<file path="config.mk">
export PLATFORM = sky130hd
export DESIGN_NAME = opcode_stream_disassembler
export DESIGN_NICKNAME = d
export VERILOG_FILES = /design/src/sv/ocsd_pkg.sv /design/src/sv/ocsd_front.sv /design/src/sv/ocsd_queue.sv /design/src/sv/ocsd_back.sv /design/src/sv/opcode_stream_disassembler.sv
export SDC_FILE = /design/constraint.sdc
export NUM_CORES = 1
export LEC_CHECK = 0
export BUFFER_PORTS_ARGS = -buffer_cell sky130_fd_sc_hd__buf_2
export CAP_MARGIN = 20
export CORE_MARGIN = 10
export CORE_UTILIZATION = 45
export DETAILED_ROUTE_END_ITERATION = 6
export HOLD_SLACK_MARGIN = 0.08
export SETUP_SLACK_MARGIN = 0.2
export SYNTH_ARGS = -nofsm -noshare
export SYNTH_HDL_FRONTEND = slang
export SYNTH_SLANG_ARGS = --single-unit
export TNS_END_PERCENT = 100
</file>
<file path="constraint.sdc">
create_clock -name clk -period 2.45 [get_ports clk]
set_input_delay 0.49 -clock clk [delete_from_list [all_inputs] [get_ports clk]]
set_output_delay 0.49 -clock clk [all_outputs]
set_load 0.02 [all_outputs]
</file>
<file path="src/sv/ocsd_pkg.sv">
// Shared types, codes and the opcode decode table of the 8080 stream disassembler.
package ocsd_pkg;

	localparam int unsigned ADDR_W = 16;
	localparam int unsigned MNEM_W = 7;
	localparam int unsigned REG_W  = 4;
	localparam int unsigned RST_W  = 3;
	localparam int unsigned IMM_W  = 16;
	localparam int unsigned LEN_W  = 2;

	localparam int unsigned QUEUE_DEPTH_DEFAULT = 4;

	// Register operand codes.
	localparam logic [REG_W-1:0] REG_B    = 4'd0;
	localparam logic [REG_W-1:0] REG_D    = 4'd2;
	localparam logic [REG_W-1:0] REG_H    = 4'd4;
	localparam logic [REG_W-1:0] REG_SP   = 4'd8;
	localparam logic [REG_W-1:0] REG_PSW  = 4'd9;
	localparam logic [REG_W-1:0] REG_NONE = 4'd10;

	// Mnemonic codes.
	localparam logic [MNEM_W-1:0] MN_NOP  = 7'd0;
	localparam logic [MNEM_W-1:0] MN_LXI  = 7'd1;
	localparam logic [MNEM_W-1:0] MN_STAX = 7'd2;
	localparam logic [MNEM_W-1:0] MN_INX  = 7'd3;
	localparam logic [MNEM_W-1:0] MN_INR  = 7'd4;
	localparam logic [MNEM_W-1:0] MN_DCR  = 7'd5;
	localparam logic [MNEM_W-1:0] MN_MVI  = 7'd6;
	localparam logic [MNEM_W-1:0] MN_RLC  = 7'd7;
	localparam logic [MNEM_W-1:0] MN_DAD  = 7'd8;
	localparam logic [MNEM_W-1:0] MN_LDAX = 7'd9;
	localparam logic [MNEM_W-1:0] MN_DCX  = 7'd10;
	localparam logic [MNEM_W-1:0] MN_RRC  = 7'd11;
	localparam logic [MNEM_W-1:0] MN_RAL  = 7'd12;
	localparam logic [MNEM_W-1:0] MN_RAR  = 7'd13;
	localparam logic [MNEM_W-1:0] MN_SHLD = 7'd14;
	localparam logic [MNEM_W-1:0] MN_DAA  = 7'd15;
	localparam logic [MNEM_W-1:0] MN_LHLD = 7'd16;
	localparam logic [MNEM_W-1:0] MN_CMA  = 7'd17;
	localparam logic [MNEM_W-1:0] MN_STA  = 7'd18;
	localparam logic [MNEM_W-1:0] MN_STC  = 7'd19;
	localparam logic [MNEM_W-1:0] MN_LDA  = 7'd20;
	localparam logic [MNEM_W-1:0] MN_CMC  = 7'd21;
	localparam logic [MNEM_W-1:0] MN_MOV  = 7'd22;
	localparam logic [MNEM_W-1:0] MN_HLT  = 7'd23;
	localparam logic [MNEM_W-1:0] MN_ADD  = 7'd24;
	localparam logic [MNEM_W-1:0] MN_RNZ  = 7'd32;
	localparam logic [MNEM_W-1:0] MN_POP  = 7'd33;
	localparam logic [MNEM_W-1:0] MN_JNZ  = 7'd34;
	localparam logic [MNEM_W-1:0] MN_JMP  = 7'd35;
	localparam logic [MNEM_W-1:0] MN_CNZ  = 7'd36;
	localparam logic [MNEM_W-1:0] MN_PUSH = 7'd37;
	localparam logic [MNEM_W-1:0] MN_ADI  = 7'd38;
	localparam logic [MNEM_W-1:0] MN_RST  = 7'd39;
	localparam logic [MNEM_W-1:0] MN_RZ   = 7'd40;
	localparam logic [MNEM_W-1:0] MN_RET  = 7'd41;
	localparam logic [MNEM_W-1:0] MN_JZ   = 7'd42;
	localparam logic [MNEM_W-1:0] MN_CZ   = 7'd43;
	localparam logic [MNEM_W-1:0] MN_CALL = 7'd44;
	localparam logic [MNEM_W-1:0] MN_ACI  = 7'd45;
	localparam logic [MNEM_W-1:0] MN_RNC  = 7'd46;
	localparam logic [MNEM_W-1:0] MN_JNC  = 7'd47;
	localparam logic [MNEM_W-1:0] MN_OUT  = 7'd48;
	localparam logic [MNEM_W-1:0] MN_CNC  = 7'd49;
	localparam logic [MNEM_W-1:0] MN_SUI  = 7'd50;
	localparam logic [MNEM_W-1:0] MN_RC   = 7'd51;
	localparam logic [MNEM_W-1:0] MN_JC   = 7'd52;
	localparam logic [MNEM_W-1:0] MN_IN   = 7'd53;
	localparam logic [MNEM_W-1:0] MN_CC   = 7'd54;
	localparam logic [MNEM_W-1:0] MN_SBI  = 7'd55;
	localparam logic [MNEM_W-1:0] MN_RPO  = 7'd56;
	localparam logic [MNEM_W-1:0] MN_JPO  = 7'd57;
	localparam logic [MNEM_W-1:0] MN_XTHL = 7'd58;
	localparam logic [MNEM_W-1:0] MN_CPO  = 7'd59;
	localparam logic [MNEM_W-1:0] MN_ANI  = 7'd60;
	localparam logic [MNEM_W-1:0] MN_RPE  = 7'd61;
	localparam logic [MNEM_W-1:0] MN_PCHL = 7'd62;
	localparam logic [MNEM_W-1:0] MN_JPE  = 7'd63;
	localparam logic [MNEM_W-1:0] MN_XCHG = 7'd64;
	localparam logic [MNEM_W-1:0] MN_CPE  = 7'd65;
	localparam logic [MNEM_W-1:0] MN_XRI  = 7'd66;
	localparam logic [MNEM_W-1:0] MN_RP   = 7'd67;
	localparam logic [MNEM_W-1:0] MN_JP   = 7'd68;
	localparam logic [MNEM_W-1:0] MN_DI   = 7'd69;
	localparam logic [MNEM_W-1:0] MN_CP   = 7'd70;
	localparam logic [MNEM_W-1:0] MN_ORI  = 7'd71;
	localparam logic [MNEM_W-1:0] MN_RM   = 7'd72;
	localparam logic [MNEM_W-1:0] MN_SPHL = 7'd73;
	localparam logic [MNEM_W-1:0] MN_JM   = 7'd74;
	localparam logic [MNEM_W-1:0] MN_EI   = 7'd75;
	localparam logic [MNEM_W-1:0] MN_CM   = 7'd76;
	localparam logic [MNEM_W-1:0] MN_CPI  = 7'd77;

	localparam logic [LEN_W-1:0] LEN_ONE   = 2'd1;
	localparam logic [LEN_W-1:0] LEN_TWO   = 2'd2;
	localparam logic [LEN_W-1:0] LEN_THREE = 2'd3;

	localparam logic [MNEM_W-1:0] MISC_OPS [0:7] =
		'{MN_RLC, MN_RRC, MN_RAL, MN_RAR, MN_DAA, MN_CMA, MN_STC, MN_CMC};
	localparam logic [MNEM_W-1:0] RET_CC [0:7] =
		'{MN_RNZ, MN_RZ, MN_RNC, MN_RC, MN_RPO, MN_RPE, MN_RP, MN_RM};
	localparam logic [MNEM_W-1:0] JMP_CC [0:7] =
		'{MN_JNZ, MN_JZ, MN_JNC, MN_JC, MN_JPO, MN_JPE, MN_JP, MN_JM};
	localparam logic [MNEM_W-1:0] CALL_CC [0:7] =
		'{MN_CNZ, MN_CZ, MN_CNC, MN_CC, MN_CPO, MN_CPE, MN_CP, MN_CM};
	localparam logic [MNEM_W-1:0] ALU_IMM [0:7] =
		'{MN_ADI, MN_ACI, MN_SUI, MN_SBI, MN_ANI, MN_XRI, MN_ORI, MN_CPI};
	localparam logic [MNEM_W-1:0] MEM_OPS [0:3] = '{MN_SHLD, MN_LHLD, MN_STA, MN_LDA};
	localparam logic [MNEM_W-1:0] TAIL_OPS [0:3] = '{MN_XTHL, MN_XCHG, MN_DI, MN_EI};
	localparam logic [REG_W-1:0] PAIR_SP [0:3] = '{REG_B, REG_D, REG_H, REG_SP};
	localparam logic [REG_W-1:0] PAIR_PSW [0:3] = '{REG_B, REG_D, REG_H, REG_PSW};

	typedef struct packed {
		logic [MNEM_W-1:0] mnem;
		logic [REG_W-1:0]  r1;
		logic [REG_W-1:0]  r2;
		logic [RST_W-1:0]  rst;
		logic [LEN_W-1:0]  len;
	} dec_t;

	// One complete instruction as it travels from front to back.
	typedef struct packed {
		dec_t             dec;
		logic [IMM_W-1:0] imm;
	} instr_t;

	function automatic dec_t decode_op(logic [7:0] op);
		dec_t       d;
		logic [2:0] y;
		logic [2:0] z;
		logic [1:0] p;
		logic       q;
		y = op[5:3];
		z = op[2:0];
		p = op[5:4];
		q = op[3];
		d.mnem = MN_NOP;
		d.r1   = REG_NONE;
		d.r2   = REG_NONE;
		d.rst  = '0;
		d.len  = LEN_ONE;
		case (op[7:6])
			2'd0: begin
				case (z)
					3'd0: begin
						d.mnem = MN_NOP;
					end
					3'd1: begin
						d.r1 = PAIR_SP[p];
						if (q) begin
							d.mnem = MN_DAD;
						end else begin
							d.mnem = MN_LXI;
							d.len  = LEN_THREE;
						end
					end
					3'd2: begin
						if (!y[2]) begin
							d.mnem = q ? MN_LDAX : MN_STAX;
							d.r1   = PAIR_SP[p];
						end else begin
							d.mnem = MEM_OPS[y[1:0]];
							d.len  = LEN_THREE;
						end
					end
					3'd3: begin
						d.mnem = q ? MN_DCX : MN_INX;
						d.r1   = PAIR_SP[p];
					end
					3'd4: begin
						d.mnem = MN_INR;
						d.r1   = {1'b0, y};
					end
					3'd5: begin
						d.mnem = MN_DCR;
						d.r1   = {1'b0, y};
					end
					3'd6: begin
						d.mnem = MN_MVI;
						d.r1   = {1'b0, y};
						d.len  = LEN_TWO;
					end
					default: begin
						d.mnem = MISC_OPS[y];
					end
				endcase
			end
			2'd1: begin
				if (op == 8'h76) begin
					d.mnem = MN_HLT;
				end else begin
					d.mnem = MN_MOV;
					d.r1   = {1'b0, y};
					d.r2   = {1'b0, z};
				end
			end
			2'd2: begin
				d.mnem = MN_ADD + {4'b0000, y};
				d.r1   = {1'b0, z};
			end
			default: begin
				case (z)
					3'd0: begin
						d.mnem = RET_CC[y];
					end
					3'd1: begin
						if (!q) begin
							d.mnem = MN_POP;
							d.r1   = PAIR_PSW[p];
						end else if (!p[1]) begin
							d.mnem = MN_RET;
						end else begin
							d.mnem = p[0] ? MN_SPHL : MN_PCHL;
						end
					end
					3'd2: begin
						d.mnem = JMP_CC[y];
						d.len  = LEN_THREE;
					end
					3'd3: begin
						if (y[2:1] == 2'b00) begin
							d.mnem = MN_JMP;
							d.len  = LEN_THREE;
						end else if (y == 3'd2) begin
							d.mnem = MN_OUT;
							d.len  = LEN_TWO;
						end else if (y == 3'd3) begin
							d.mnem = MN_IN;
							d.len  = LEN_TWO;
						end else begin
							d.mnem = TAIL_OPS[y[1:0]];
						end
					end
					3'd4: begin
						d.mnem = CALL_CC[y];
						d.len  = LEN_THREE;
					end
					3'd5: begin
						if (!q) begin
							d.mnem = MN_PUSH;
							d.r1   = PAIR_PSW[p];
						end else begin
							d.mnem = MN_CALL;
							d.len  = LEN_THREE;
						end
					end
					3'd6: begin
						d.mnem = ALU_IMM[y];
						d.len  = LEN_TWO;
					end
					default: begin
						d.mnem = MN_RST;
						d.rst  = y;
					end
				endcase
			end
		endcase
		return d;
	endfunction

endpackage

</file>
<file path="src/sv/ocsd_front.sv">
// Front end: takes code bytes, decodes opcodes and gathers operand bytes into instructions.
module ocsd_front (
	input  logic                clk,
	input  logic                arst_n,
	input  logic                byte_valid,
	input  logic [7:0]          byte_data,
	output logic                byte_ready,
	input  logic                queue_full,
	output logic                push,
	output ocsd_pkg::instr_t    push_data
);
	import ocsd_pkg::*;

	typedef enum logic [1:0] {
		PH_OPCODE = 2'd0,
		PH_LOW    = 2'd1,
		PH_HIGH   = 2'd2
	} phase_t;

	phase_t     phase_q;
	dec_t       held_dec_q;
	logic [7:0] held_low_q;
	dec_t       dec_in;
	logic       xfer;

	assign dec_in     = decode_op(byte_data);
	assign byte_ready = !queue_full;
	assign xfer       = byte_valid && byte_ready;

	always_comb begin
		push          = 1'b0;
		push_data.dec = dec_in;
		push_data.imm = '0;
		case (phase_q)
			PH_LOW: begin
				push_data.dec = held_dec_q;
				push_data.imm = {8'h00, byte_data};
				push          = xfer && (held_dec_q.len == LEN_TWO);
			end
			PH_HIGH: begin
				push_data.dec = held_dec_q;
				push_data.imm = {byte_data, held_low_q};
				push          = xfer;
			end
			default: begin
				push = xfer && (dec_in.len == LEN_ONE);
			end
		endcase
	end

	always_ff @(posedge clk or negedge arst_n) begin
		if (!arst_n) begin
			phase_q    <= PH_OPCODE;
			held_dec_q <= '0;
			held_low_q <= '0;
		end else if (xfer) begin
			case (phase_q)
				PH_LOW: begin
					if (held_dec_q.len == LEN_TWO) begin
						phase_q <= PH_OPCODE;
					end else begin
						held_low_q <= byte_data;
						phase_q    <= PH_HIGH;
					end
				end
				PH_HIGH: begin
					phase_q <= PH_OPCODE;
				end
				default: begin
					// An opcode byte: one-byte instructions go straight out.
					if (dec_in.len != LEN_ONE) begin
						held_dec_q <= dec_in;
						phase_q    <= PH_LOW;
					end else begin
						phase_q <= PH_OPCODE;
					end
				end
			endcase
		end
	end

endmodule

</file>
<file path="src/sv/ocsd_queue.sv">
// Short instruction queue between the front and back ends.
module ocsd_queue #(
	parameter int unsigned DEPTH = ocsd_pkg::QUEUE_DEPTH_DEFAULT
) (
	input  logic             clk,
	input  logic             arst_n,
	input  logic             push,
	input  ocsd_pkg::instr_t push_data,
	output logic             full,
	input  logic             pop,
	output logic             not_empty,
	output ocsd_pkg::instr_t pop_data
);
	import ocsd_pkg::*;

	localparam int unsigned PTR_W = (DEPTH > 1) ? $clog2(DEPTH) : 1;
	localparam int unsigned CNT_W = $clog2(DEPTH + 1);

	instr_t           entry_q [DEPTH];
	logic [PTR_W-1:0] wr_ptr_q;
	logic [PTR_W-1:0] rd_ptr_q;
	logic [CNT_W-1:0] count_q;
	logic             do_push;
	logic             do_pop;

	assign full      = (count_q == CNT_W'(DEPTH));
	assign not_empty = (count_q != '0);
	assign pop_data  = entry_q[rd_ptr_q];
	assign do_push   = push && !full;
	assign do_pop    = pop && not_empty;

	always_ff @(posedge clk) begin
		if (do_push) begin
			entry_q[wr_ptr_q] <= push_data;
		end
	end

	always_ff @(posedge clk or negedge arst_n) begin
		if (!arst_n) begin
			wr_ptr_q <= '0;
			rd_ptr_q <= '0;
			count_q  <= '0;
		end else begin
			if (do_push) begin
				wr_ptr_q <= (wr_ptr_q == PTR_W'(DEPTH - 1)) ? '0 : wr_ptr_q + 1'b1;
			end
			if (do_pop) begin
				rd_ptr_q <= (rd_ptr_q == PTR_W'(DEPTH - 1)) ? '0 : rd_ptr_q + 1'b1;
			end
			if (do_push && !do_pop) begin
				count_q <= count_q + 1'b1;
			end else if (do_pop && !do_push) begin
				count_q <= count_q - 1'b1;
			end
		end
	end

endmodule

</file>
<file path="src/sv/ocsd_back.sv">
// Back end: assigns start addresses and holds each finished result in the output register.
module ocsd_back (
	input  logic                                   clk,
	input  logic                                   arst_n,
	input  logic                                   entry_valid,
	input  ocsd_pkg::instr_t                       entry,
	output logic                                   pop,
	output logic                                   result_valid,
	input  logic                                   result_ready,
	output logic [ocsd_pkg::ADDR_W-1:0]            start_address,
	output logic [ocsd_pkg::MNEM_W-1:0]            mnemonic,
	output logic [ocsd_pkg::REG_W-1:0]             first_register,
	output logic [ocsd_pkg::REG_W-1:0]             second_register,
	output logic [ocsd_pkg::RST_W-1:0]             restart_number,
	output logic [ocsd_pkg::IMM_W-1:0]             immediate,
	output logic [ocsd_pkg::LEN_W-1:0]             length
);
	import ocsd_pkg::*;

	logic [ADDR_W-1:0] addr_q;
	logic              valid_q;
	logic [ADDR_W-1:0] start_q;
	instr_t            out_q;

	// The output register reloads from the queue whenever an entry is waiting and the register is empty or being drained.
	assign pop = entry_valid && (!valid_q || result_ready);

	always_ff @(posedge clk or negedge arst_n) begin
		if (!arst_n) begin
			addr_q  <= '0;
			valid_q <= 1'b0;
			start_q <= '0;
			out_q   <= '0;
		end else begin
			if (pop) begin
				start_q <= addr_q;
				out_q   <= entry;
				addr_q  <= addr_q + {{(ADDR_W - LEN_W){1'b0}}, entry.dec.len};
				valid_q <= 1'b1;
			end else if (result_ready) begin
				valid_q <= 1'b0;
			end
		end
	end

	assign result_valid    = valid_q;
	assign start_address   = start_q;
	assign mnemonic        = out_q.dec.mnem;
	assign first_register  = out_q.dec.r1;
	assign second_register = out_q.dec.r2;
	assign restart_number  = out_q.dec.rst;
	assign immediate       = out_q.imm;
	assign length          = out_q.dec.len;

endmodule

</file>
<file path="src/sv/opcode_stream_disassembler.sv">
// Each instruction enters the queue when its last byte is taken, then is loaded into the output register.
// Throughput: one code byte per cycle; one result per cycle at most, from the output register.
// The front end stalls only when the instruction queue is full; the back end only on result_ready.
// Reset (arst_n low, asynchronous) clears the operand phase, the queue, the address counter
// and the output valid; no clearing pass is needed.
module opcode_stream_disassembler #(
	parameter int unsigned QUEUE_DEPTH = ocsd_pkg::QUEUE_DEPTH_DEFAULT
) (
	input  logic                        clk,
	input  logic                        arst_n,
	input  logic                        code_valid,
	output logic                        code_ready,
	input  logic [7:0]                  code_byte,
	output logic                        result_valid,
	input  logic                        result_ready,
	output logic [ocsd_pkg::ADDR_W-1:0] start_address,
	output logic [ocsd_pkg::MNEM_W-1:0] mnemonic,
	output logic [ocsd_pkg::REG_W-1:0]  first_register,
	output logic [ocsd_pkg::REG_W-1:0]  second_register,
	output logic [ocsd_pkg::RST_W-1:0]  restart_number,
	output logic [ocsd_pkg::IMM_W-1:0]  immediate,
	output logic [ocsd_pkg::LEN_W-1:0]  length
);
	import ocsd_pkg::*;

	logic   push;
	instr_t push_data;
	logic   queue_full;
	logic   queue_pop;
	logic   queue_valid;
	instr_t queue_data;

	ocsd_front u_front (
		.clk        (clk),
		.arst_n     (arst_n),
		.byte_valid (code_valid),
		.byte_data  (code_byte),
		.byte_ready (code_ready),
		.queue_full (queue_full),
		.push       (push),
		.push_data  (push_data)
	);

	ocsd_queue #(
		.DEPTH (QUEUE_DEPTH)
	) u_queue (
		.clk       (clk),
		.arst_n    (arst_n),
		.push      (push),
		.push_data (push_data),
		.full      (queue_full),
		.pop       (queue_pop),
		.not_empty (queue_valid),
		.pop_data  (queue_data)
	);

	ocsd_back u_back (
		.clk             (clk),
		.arst_n          (arst_n),
		.entry_valid     (queue_valid),
		.entry           (queue_data),
		.pop             (queue_pop),
		.result_valid    (result_valid),
		.result_ready    (result_ready),
		.start_address   (start_address),
		.mnemonic        (mnemonic),
		.first_register  (first_register),
		.second_register (second_register),
		.restart_number  (restart_number),
		.immediate       (immediate),
		.length          (length)
	);

endmodule

</file>
==> metrics, run 1 <==
Buf/Inv on CP=2; Slew Viols, Final=0; Area growth syn-to-layout=22.1%; critical path's slowest cell=dfrtp_2; row count=57; IO buf count=65; CP Launch Type=flop; top cell type's share of synthesized area=between 30% and 40%; Synth area leaders=edfxtp_1, dfrtp_1, mux4_2, nand2_1, ha_1; FILL cells=~2,000; total power=roughly 15 mW; die width=176 µm; #FFs+latches synth=250; GRT Residual Overflow=0; global-route wire length before repair=a little under 40,000 µm; Final #Nets=around 1,000; Total Routing Usage GR=between 10% and 20%; routability cong.=0.880; crit path launch=u_queue.count_q[0]$_DFFE_PN0P_; worst slack, placed=-0.424 ns; Lkg Pwr=between 5 and 6 nW; setup violators final=0; crit path kind=reg2reg; hpwl dp=roughly 17,000 µm; H-tree depth=1; Final Cycle Share=around nine tenths; Fin Setup TNS=0 ns; Crit. path cell count=9; # clock sinks=250; die area=31,100 µm²; number of global-route vias before repair=~7,200; CP endpoint=u_queue.count_q[1]$_DFFE_PN0P_; number of max-cap violations=0; CP Max Fanout=4; HP Class=in2reg; Worst Setup End Kind=flop; Clk pin slew, worst setup/hold paths=0.06 ns; area of the multi-input gates=3950 µm²; EDFF count, synth=144; Worst Tran Pin Value=approximately 0.64 ns; post-synthesis sequential area ratio=63.3%; final cell count without fillers=around 1,400; Routed Antenna Nets=0; CTS tree=done; Post-Syn Area=approximately 11,000 µm²; Net Count, Synth=896; CTS max path bufs=3; die height=approximately 180 µm; Ant. Diodes=0; RSZ-0062 raised after global routing=true; Pwr Density=1120 nW/µm²; Core Area=between 20,000 and 25,000 µm²; post-layout instance area=roughly 13,000 µm²; First-pass DRT Iterations=5; clk_lat worst skew=between 0.5 and 0.6 ns; min Tclk post-route=~2.2 ns; routed via count=slightly above 7,000; CTS Root Cell=clkbuf_16; Worst R2R End=u_queue.count_q[1]$_DFFE_PN0P_; Final Util=55.6%; r2r setup slk=0.27 ns; starting density of the core=between 40% and 50%; Slew headroom=57.4%; worst vdd ir=around 540 µV; hold_ws=around 0.28 ns; status=completed; R2R cell count=9; WL final=about 24,000 µm; antenna violations before repair=0; largest net degree at the start of global routing=63; Critical Path RT=2.86 ns; crit path cell chain=nor3b_2, buf_4, nor2_2, o21ai_1, a21bo_2, ha_4, inv_2, fa_2, mux2_2; Cell variety after synth=62; worst r2r src=u_queue.count_q[0]$_DFFE_PN0P_; Worst Clk Skew=0.0213 ns; IO Pins=between 60 and 70; final hold vios=0; asr flop ratio synth=~42%; synth warn=0; register area=~7000 µm²; placed cells=roughly 1,300; Fmax=460 MHz; drt via density=around 5.3; First DRT Iteration DRCs=630; post-route setup slack=0.274 ns; Top FF cell, synth=edfxtp_1; CTS buffer count=25; Synth Instances=between 800 and 900; Placement Cell Area=roughly 12,000 µm²; Post-Syn Area per Cell=roughly 13 µm²; layout cells sized above 1=approximately 30%; crit-path max cell delay=about 0.45 ns; Crit path max-delay family=adder cells; wire per inst=about 18 µm; Arr. time, crit path=about 2.6 ns; DR DRC count=0; Synth area leader=edfxtp_1
[cell usage in the layout, fill, tap and decap left out, types with 5 or more instances in the layout]
master / instances
clkbuf_16: 26
nand3_1: 10
ha_1: 16
a22oi_1: 11
buf_12: 5
dfrtp_1: 103
inv_2: 6
inv_1: 16
o21ai_0: 32
o21ai_1: 8
ha_4: 6
buf_2: 60
nand2_1: 193
nand2b_1: 13
xor2_1: 9
clkbuf_1: 9
a211oi_1: 5
nor2_1: 31
and2_2: 5
mux4_2: 36
a21o_1: 6
o31ai_1: 6
nor3_1: 7
and2_1: 12
edfxtp_1: 144
a21oi_1: 12
a22o_1: 12
buf_4: 107
mux2_2: 13
xnor2_1: 11
[synth_stat cells (10+ instances only)]
cell type and count:
a21oi_1 13, clkbuf_1 38, nor2_1 35, dfrtp_1 106
nand3_1 10, mux4_2 36, nand2b_1 13, and2_1 17
a22oi_1 12, edfxtp_1 144, inv_1 22, a22o_1 12
ha_1 22, mux2_2 13, xnor2_1 11, nand2_1 193
o21ai_0 40
[logic make-up (layout without fill, tap and decap cells)]
kind of cell	count (synthesis)	in the layout	share of synthesized area, %
multiplexers	51	51	8.87
AND/OR/NAND/NOR	304	304	12.1
buffers and inverters	76	243	2.69
adder cells (fa/ha/maj)	24	24	2.86
XOR/XNOR	20	20	1.59
flip-flops	250	250	63.3
AO/OA/AOI/OAI	135	135	8.54
[worst min-delay path, stage by stage]
cell      delay (ns)
buf_2           0.07
nand2b_1        0.13
nand2b_1        0.06
[state kept, by name, indices dropped and copies added, names as in the netlist]
name and cells:
u_queue.entry_q 144, u_front.held_dec_q 20, u_back.addr_q 16, u_back.immediate 16
u_back.start_address 16, u_front.held_low_q 8, u_back.mnemonic 7, u_back.first_register 4
u_back.second_register 4, u_back.restart_number 3, u_queue.count_q 3, u_back.length 2
u_front.phase_q 2, u_queue.rd_ptr_q 2, u_queue.wr_ptr_q 2, u_back.result_valid 1
[per-layer routing]
metal / global-route usage, % / part of all wire [%]
met5: 0 / 0
met4: 4.62 / 2.2
met3: 2.24 / 5.0
met2: 24.9 / 48
met1: 21.1 / 45
[worst min path at each step]
stage | startpoint | endpoint | slack [ns] | depth (start not counted)
finish | result_ready | u_back.result_valid$_DFFE_PN0P_ | 0.28 | 3
CTS | result_ready | u_back.result_valid$_DFFE_PN0P_ | 0.27 | 3
detailed placement | u_back.first_register[2]$_DFFE_PN0P_ | u_back.first_register[2]$_DFFE_PN0P_ | 0.46 | 2
global route | result_ready | u_back.result_valid$_DFFE_PN0P_ | 0.27 | 3
floorplan | arst_n | u_back.addr_q[0]$_DFFE_PN0P_ | 0.19 | 0
global placement | u_back.immediate[3]$_DFFE_PN0P_ | u_back.immediate[3]$_DFFE_PN0P_ | 0.45 | 2
[power by group]
part	switching, mW	internal (mW)	total (mW)	leakage, nW
combinational	2.96	2.14	5.10	2.51
sequential	0.479	5.78	6.26	2.67
clock	1.49	2.16	3.64	0.392
total	4.93	10.1	15.0	5.57
[area by class of cell]
class                      count  share of cell area, %
inverter                      24                  0.726
clock inverter                 6                  0.437
clock buffer                  39                   5.45
multi-input combinational    534                   29.4
timing repair buffer         174                   9.11
tap                          324                   3.01
sequential                   250                   51.9
[timing repair]
| action | CTS | global route |
|---|---|---|
| gates resized for setup | 7 | 35 |
| endpoints found under the setup margin | 4 | 37 |
| hold buffers | 1 | 0 |
| pin swaps | 4 | 13 |
| endpoints found under the hold margin | 30 | 0 |
| setup buffers | 0 | 7 |
Power figures use the tool's default switching activity.
==> run 2, diff against run 1 <==
--- a/config.mk
+++ b/config.mk
@@ -11,6 +11,7 @@
 export CORE_UTILIZATION = 45
 export DETAILED_ROUTE_END_ITERATION = 6
 export HOLD_SLACK_MARGIN = 0.08
+export PLACE_DENSITY_LB_ADDON = 0.08
 export SETUP_SLACK_MARGIN = 0.2
 export SYNTH_ARGS = -nofsm -noshare
 export SYNTH_HDL_FRONTEND = slang
==> run 2 against run 1 <==
  * Maximum frequency decreased by 0.64%
  * Flip-flop and latch count unchanged
  * Combinational power increased by 2%
  * Global-route usage increased by 1.8 points
  * Die area unchanged
  * Clock power increased by 6.0%
  * Wire length increased by 9.1%
  * Non-clock buffer count decreased by 6
  * Cell count unchanged
  * Register-to-register slack about the same
  * Critical path depth increased by 3
  * Critical endpoint is now u_queue.count_q[2]$_DFFE_PN0P_
  * Highest routed layer unchanged
==> metrics, run 2 (same netlist as run 1, synthesis figures left out) <==
die width=~180 µm; Lkg Pwr=approximately 5.6 nW; routed via count=approximately 7,200; largest net degree at the start of global routing=63; Arr. time, crit path=between 2 and 3 ns; hold_ws=approximately 0.29 ns; CTS max path bufs=3; antenna violations before repair=1; H-tree depth=1; global-route wire length before repair=between 40,000 and 50,000 µm; CTS tree=done; most common cell after layout, fill and taps aside=nand2_1; routability cong.=0.873; commonest cells after routing, fill and taps aside=nand2_1, edfxtp_1, dfrtp_1; Final Cycle Share=about nine tenths; HP Class=in2reg; Total Routing Usage GR=between 10% and 20%; Regs by FF count=u_queue.entry_q: 144 flops, u_front.held_dec_q: 20 flops; worst slack, placed=-0.414 ns; CTS buffer count=27; Worst Clk Skew=roughly 0.014 ns; Slew headroom=53.3%; RSZ-0062 raised after global routing=true; crit path kind=in2reg; final hold vios=0; die area=~31,000 µm²; Clk pin slew, worst setup/hold paths=~0.060 ns; Area growth syn-to-layout=21.9%; drt via density=around 5.4; CTS Root Cell=clkbuf_16; Pwr Density=approximately 1100 nW/µm²; Critical Path RT=2.92 ns; First DRT Iteration DRCs=542; Final #Nets=around 1,000; min Tclk post-route=2.19 ns; Slew Viols, Final=0; Core Area=between 20,000 and 25,000 µm²; CP Max Fanout=5; row count=between 50 and 60; IO buf count=between 60 and 70; layout cells sized above 1=between 20 and 30%; GRT Residual Overflow=0; number of max-cap violations=0; Worst Tran Pin Value=0.701 ns; First-pass DRT Iterations=5; CP Launch Type=primary input; # clock sinks=between 200 and 300; Fmax=between 400 and 500 MHz; IO Pins=66; hpwl dp=roughly 19,000 µm; number of global-route vias before repair=~7,900; WL final=between 20,000 and 30,000 µm; clk_lat worst skew=0.55 ns; status=completed; Reg with most FFs=u_queue.entry_q; Routed Antenna Nets=0; Worst Setup End Kind=flop; post-route setup slack=0.260 ns; setup violators final=0; wire per inst=roughly 20 µm; die height=around 180 µm; starting density of the core=a little under half; worst vdd ir=between 600 and 700 µV; DR DRC count=0; max reg flops=about 140
-- run 2: cell count changes in the layout (fill, tap and decap cells not counted), moves of 3 or more --
cell,before,now
ha_2,0,3
buf_2,60,64
inv_1,16,19
clkinvlp_4,0,3
inv_2,6,3
ha_4,6,3
buf_4,107,96
clkinv_1,1,5
clkinv_2,4,9
clkbuf_1,9,2
-- run 2: metrics by stage --
step	util, %	setup TNS, ns	std cells	area [µm²]	total power [mW]
CTS	55.0	0	1345	13300	15.4
global route	55.6	0	1351	13400	16.3
finish	55.6	0	1351	13400	15.3
detailed placement	51.3	-45.40	1291	12400	11.4
floorplan	-	-24.12	860	11100	9.59
global placement	51.3	-41.44	1291	12400	11.2
-- run 2: final timing paths --
path,start,endpoint,slack [ns],cells past startpoint
max,code_byte[7],u_queue.count_q[2]$_DFFE_PN0P_,0.26,12
min,result_ready,u_back.result_valid$_DFFE_PN0P_,0.29,3
max reg2reg,u_queue.count_q[1]$_DFFE_PN0P_,u_queue.count_q[1]$_DFFE_PN0P_,0.27,9
min reg2reg,u_back.immediate[1]$_DFFE_PN0P_,u_back.immediate[1]$_DFFE_PN0P_,0.47,2
max in group asynchronous,arst_n,u_back.start_address[10]$_DFFE_PN0P_,1.25,3
min in group asynchronous,arst_n,u_back.immediate[15]$_DFFE_PN0P_,0.47,2
-- run 2: final cells by class --
class                      instances  area (µm²)
antenna                            1        2.50
clock buffer                      32         724
fill                            2056       10700
timing repair buffer             168        1180
tap                              324         405
inverter                          24        97.6
sequential                       250        6980
clock inverter                    18         133
multi-input combinational        534        3910
-- run 2: worst max-delay path, stage by stage --
cell and delay (ns):
buf_2 0.13, ha_2 0.21, and2b_1 0.22, a21oi_1 0.11, a2111oi_2 0.37, a21bo_2 0.22
ha_4 0.14, inv_2 0.03, fa_2 0.32, xor2_1 0.14, nor2_1 0.12, xor2_1 0.14
-- run 2: power by group --
group | switching [mW] | internal, mW
clock network | 1.64 | 2.22
registers | 0.479 | 5.77
logic | 3.02 | 2.15
total | 5.14 | 10.2
-- run 2: timing repair --
action,in CTS,in global routing
setup buffers,3,5
hold buffers,1,0
pin swaps,1,5
endpoints found under the setup margin,15,166
endpoints found under the hold margin,36,0
gates resized for setup,3,23
-- run 2: layer usage --
metal	vias up	track usage, %	wire length, µm
met2	131	28.8	12900
li1	3398	-	-
met1	3675	22.4	11700
met3	44	2.80	949
met4	0	5.60	718
met5	-	0	0
